==> src/hdl/sfq_pkg.sv <==
// Shared types and codes of the sorted frequency queue.
`timescale 1ns / 1ps
package sfq_pkg;

  localparam int unsigned SymW  = 8;
  localparam int unsigned FreqW = 31;
  localparam int unsigned StatW = 2;
  localparam int unsigned OccW  = 9;

  typedef enum logic {
    FUNC_INSERT = 1'b0,
    FUNC_REMOVE = 1'b1
  } func_e;

  typedef enum logic [StatW-1:0] {
    ST_DONE  = 2'd0,
    ST_ZERO  = 2'd1,
    ST_FULL  = 2'd2,
    ST_EMPTY = 2'd3
  } status_e;

  typedef struct packed {
    logic [SymW-1:0]  symbol;
    logic [FreqW-1:0] frequency;
  } entry_t;

  // Broadcast to every cell of the row.
  typedef struct packed {
    logic   insert;
    logic   remove;
    entry_t entry;
  } ctrl_t;

endpackage

==> src/hdl/sfq_cell.sv <==
// One cell of the sorted row: holds a single entry and shifts with its neighbors.
`timescale 1ns / 1ps
module sfq_cell
  import sfq_pkg::*;
(
  input  logic   clk_i,
  input  ctrl_t  ctrl_i,
  input  logic   occupied_i,
  input  logic   tail_i,
  input  logic   left_ge_i,
  input  entry_t left_entry_i,
  input  entry_t right_entry_i,
  output logic   ge_o,
  output entry_t entry_o
);

  entry_t entry_q, entry_d;

  // Stored entries are sorted, so ge flags rise once along the row.
  assign ge_o    = occupied_i && (entry_q.frequency >= ctrl_i.entry.frequency);
  assign entry_o = entry_q;

  always_comb begin
    entry_d = entry_q;
    if (ctrl_i.remove) begin
      entry_d = right_entry_i;
    end else if (ctrl_i.insert) begin
      if (left_ge_i) begin
        entry_d = left_entry_i;
      end else if (ge_o || tail_i) begin
        entry_d = ctrl_i.entry;
      end
    end
  end

  always_ff @(posedge clk_i) begin
    entry_q <= entry_d;
  end

endmodule

==> config.mk <==
export PLATFORM = sky130hd
export DESIGN_NAME = sfq_cell
export DESIGN_NICKNAME = d
export VERILOG_FILES = /design/src/hdl/sfq_pkg.sv /design/src/hdl/sfq_cell.sv
export SDC_FILE = /design/constraint.sdc
export NUM_CORES = 1
export LEC_CHECK = 0
export BUFFER_PORTS_ARGS = -buffer_cell sky130_fd_sc_hd__buf_2
export CAP_MARGIN = 20
export CORE_ASPECT_RATIO = 0.6
export CORE_MARGIN = 4
export CORE_UTILIZATION = 30
export CTS_BUF_LIST = sky130_fd_sc_hd__clkbuf_4 sky130_fd_sc_hd__clkbuf_8
export DETAILED_ROUTE_END_ITERATION = 10
export SLEW_MARGIN = 20
export SYNTH_ARGS = -nofsm -noshare
export SYNTH_HDL_FRONTEND = slang
export SYNTH_SLANG_ARGS = --single-unit
==> constraint.sdc <==
create_clock -name clk_i -period 4.25 [get_ports clk_i]
set_clock_uncertainty 0.2 [all_clocks]
set_input_delay 0.85 -clock clk_i [delete_from_list [all_inputs] [get_ports clk_i]]
set_output_delay 0.85 -clock clk_i [all_outputs]
set_load 0.005 [all_outputs]
==> impl_metrics.json <==
{
  "synth_ff_type": "edfxtp_1",
  "crit_path_frequent_cell": "buf_2",
  "r2r_start": "entry_o[13]",
  "max_freq_mhz": 284,
  "syn-cell-area_mm2": 0.00276,
  "yosys.area.top_type": "edfxtp_1",
  "max-slew-margin-rel_pct": 36.8,
  "p_seq_share_pct": 48.8,
  "hold_viol": 0,
  "end_kind": "primary output",
  "intPower_uw": 722,
  "cts_hold_buf": 0,
  "diodes": 0,
  "yosysMostFrequentCell": "nand2_1",
  "hp-start": "right_entry_i[31]",
  "grt_pass1_vias": 2573,
  "die_w_um": 132,
  "crit_required_ns": 3.20,
  "fin_crit_sh_pct": 82.8,
  "setup_violations": 0,
  "grt_max_degree": 65,
  "synthTopCellsByArea": "edfxtp_1 (42%), mux2i_1 (14%), ha_1 (14%), o21ai_0 (7.4%), nand2_1 (5.7%)",
  "wl_per_cell_um": 14.6,
  "ys_async_sr_fraction_pct": 0,
  "worstMarginPinSlew_ns": 0.948,
  "hpwlAfterDp_mm": 6.63,
  "ys_seq_area_share_pct": 42.4,
  "routabilityCongestion": 0.735,
  "drc": 0,
  "r2r_end": "entry_o[26]",
  "min_path_type": "primary input to flip-flop",
  "antenna_left": 0,
  "netlist_instances": 280,
  "area_growth_pct": 36.2,
  "maxSlewViolCount": 0,
  "clockPowerShare_pct": 23.7,
  "drive_gt1_share_pct": 39.6,
  "cpLargestDelayFamily": "compound AO/OA/AOI/OAI gates",
  "die_y_um": 82.3,
  "finalSetupTns_ns": 0,
  "use_met2_pct": 24.4,
  "grt_busiest_layer": "met2",
  "synth_top_area_share_pct": 42.4,
  "numCtsBuffers": 5,
  "root_buffer": "clkbuf_8",
  "clk_latency_ns": 0.28,
  "crit_chain": "buf_2 -> inv_1 -> ha_1 -> a211oi_2 -> nor2_1 -> o31a_1 -> o41a_1 -> o21a_1 -> buf_2",
  "finalNetCount": 592,
  "syn_avg_cell_area_um2": 9.86,
  "cts.sinks": 39,
  "first_pass_iters": 4,
  "track_usage_pct": 14.4,
  "critPathArrivalTime_ns": 2.47,
  "portBuffers": 162,
  "max_cap_violations": 0,
  "status": "completed",
  "p_leak_uw": 0.00197,
  "die_area_mm2": 0.0109,
  "critPathKind": "primary input to primary output",
  "min_to": "entry_o[31]",
  "grt-ovfl-total": 0,
  "cts_resized": 0,
  "path_clk_slew_ns": 0.08,
  "synth_common_cells": "nand2_1 (42), o21ai_0 (41), edfxtp_1 (39), mux2i_1 (39), inv_1 (32)",
  "rows": 26,
  "io_pins": 163,
  "cts_setup_buffers": 0,
  "syn_nets": 434,
  "vdd_drop_max_v": 0.0000952,
  "antenna_found_initial": 0,
  "via_per_inst": 4.71,
  "initial_core_util_pct": 31.7,
  "largest_reg_flops": 39,
  "drt_first_iter_violations": 118,
  "routed_wl_mm": 8.04,
  "path_buf_inv": 3,
  "crit_path_top_delay_cell": "ha_1",
  "via_count": 2597,
  "cp-start-kind": "primary input",
  "finalPower_uw": 1010,
  "crit_path_max_fanout": 2,
  "comb_power_share_pct": 27.5,
  "r2r_slack_ns": 1.13,
  "power_density_mw_per_mm2": 270,
  "slowest_delay_ns": 0.32,
  "grt.met3_usage_pct": 4.54,
  "core_mm2": 0.00872,
  "switchingPower_uw": 293,
  "yosysWarnings": 0,
  "r2r.worst_path.cells": 7,
  "rsz0062_at_grt": "no",
  "cts-htree-levels": 2,
  "use_met1_pct": 18.8,
  "cts_tree": "done",
  "ys_seq_elements": 39,
  "switching_share_pct": 28.8,
  "synth_edf_count": 39,
  "hold_depth": 3,
  "cts_buffer_depth": 2,
  "synth.distinct_cells": 26,
  "grt_pass1_wl_mm": 12.5,
  "fin_crit_ns": 3.52
}
layer usage:
metal  wire (µm)  part of all wire (%)
met5           0                     0
met4          21                  0.26
met3         646                   8.0
met2        3600                    45
met1        3770                    47
cell families after synthesis:
| group | count (synthesis) | share of synthesized area (%) |
|---|---|---|
| buf+inv | 46 | 6.43 |
| mux | 39 | 14.1 |
| compound gates | 64 | 13.3 |
| flops | 39 | 42.4 |
| fa+ha+maj | 31 | 14.0 |
| simple gates | 61 | 9.65 |
how the worst max path moves through the flow:
| stage | from | to | depth (start not counted) |
|---|---|---|---|
| finish | ctrl_i[4] | ge_o | 9 |
| global route | ctrl_i[13] | entry_o[34] | 9 |
| CTS | ctrl_i[13] | ge_o | 9 |
| detailed placement | ctrl_i[13] | entry_o[24] | 9 |
| global placement | ctrl_i[13] | entry_o[22] | 9 |
| floorplan | ctrl_i[27] | entry_o[0] | 8 |
cell usage in the layout, fill, tap and decap left out, types with 3 or more instances in the layout:
master / n
o21ai_0: 41
inv_1: 32
a21oi_1: 10
buf_2: 162
edfxtp_1: 39
ha_1: 31
clkbuf_8: 5
nand3_1: 5
nand2_1: 42
buf_4: 3
nand4_1: 7
mux2i_1: 39
a21o_1: 3
tightest hold or removal path, stage by stage:
cell	delay, ns
buf_2	0.07
nand2_1	0.04
o21ai_0	0.05
through the flow:
step                      hold slack (ns)  area [µm²]  util [%]  setup WS (ns)  cells
after CTS                           0.632        3760      43.2          0.674    551
after global routing                0.639        3760      43.2          0.522    551
after detailed placement            0.936        3680      42.2          0.459    543
final                               0.641        3760      43.2          0.733    551
after global placement              0.933        3680      42.2          0.492    543
after floorplan                     0.837        2760         -          0.684    280
final cells by class:
class / instances / area (µm²)
Clock inverter: 3 / 15.0
Sequential cell: 39 / 1170
Fill cell: 894 / 4960
Inverter: 32 / 120
Timing Repair Buffer: 165 / 833
Clock buffer: 5 / 68.8
Multi-Input combinational cell: 195 / 1410
Tap cell: 112 / 140
power by group through the flow:
| stage | logic, µW | clock network (µW) | registers [µW] |
|---|---|---|---|
| after global placement | 279 | 0 | 501 |
| after floorplan | 138 | 0 | 506 |
| after detailed placement | 284 | 0 | 504 |
| after global routing | 321 | 268 | 501 |
| after CTS | 286 | 252 | 496 |
| final | 279 | 241 | 495 |
Power figures use the tool's default switching activity.
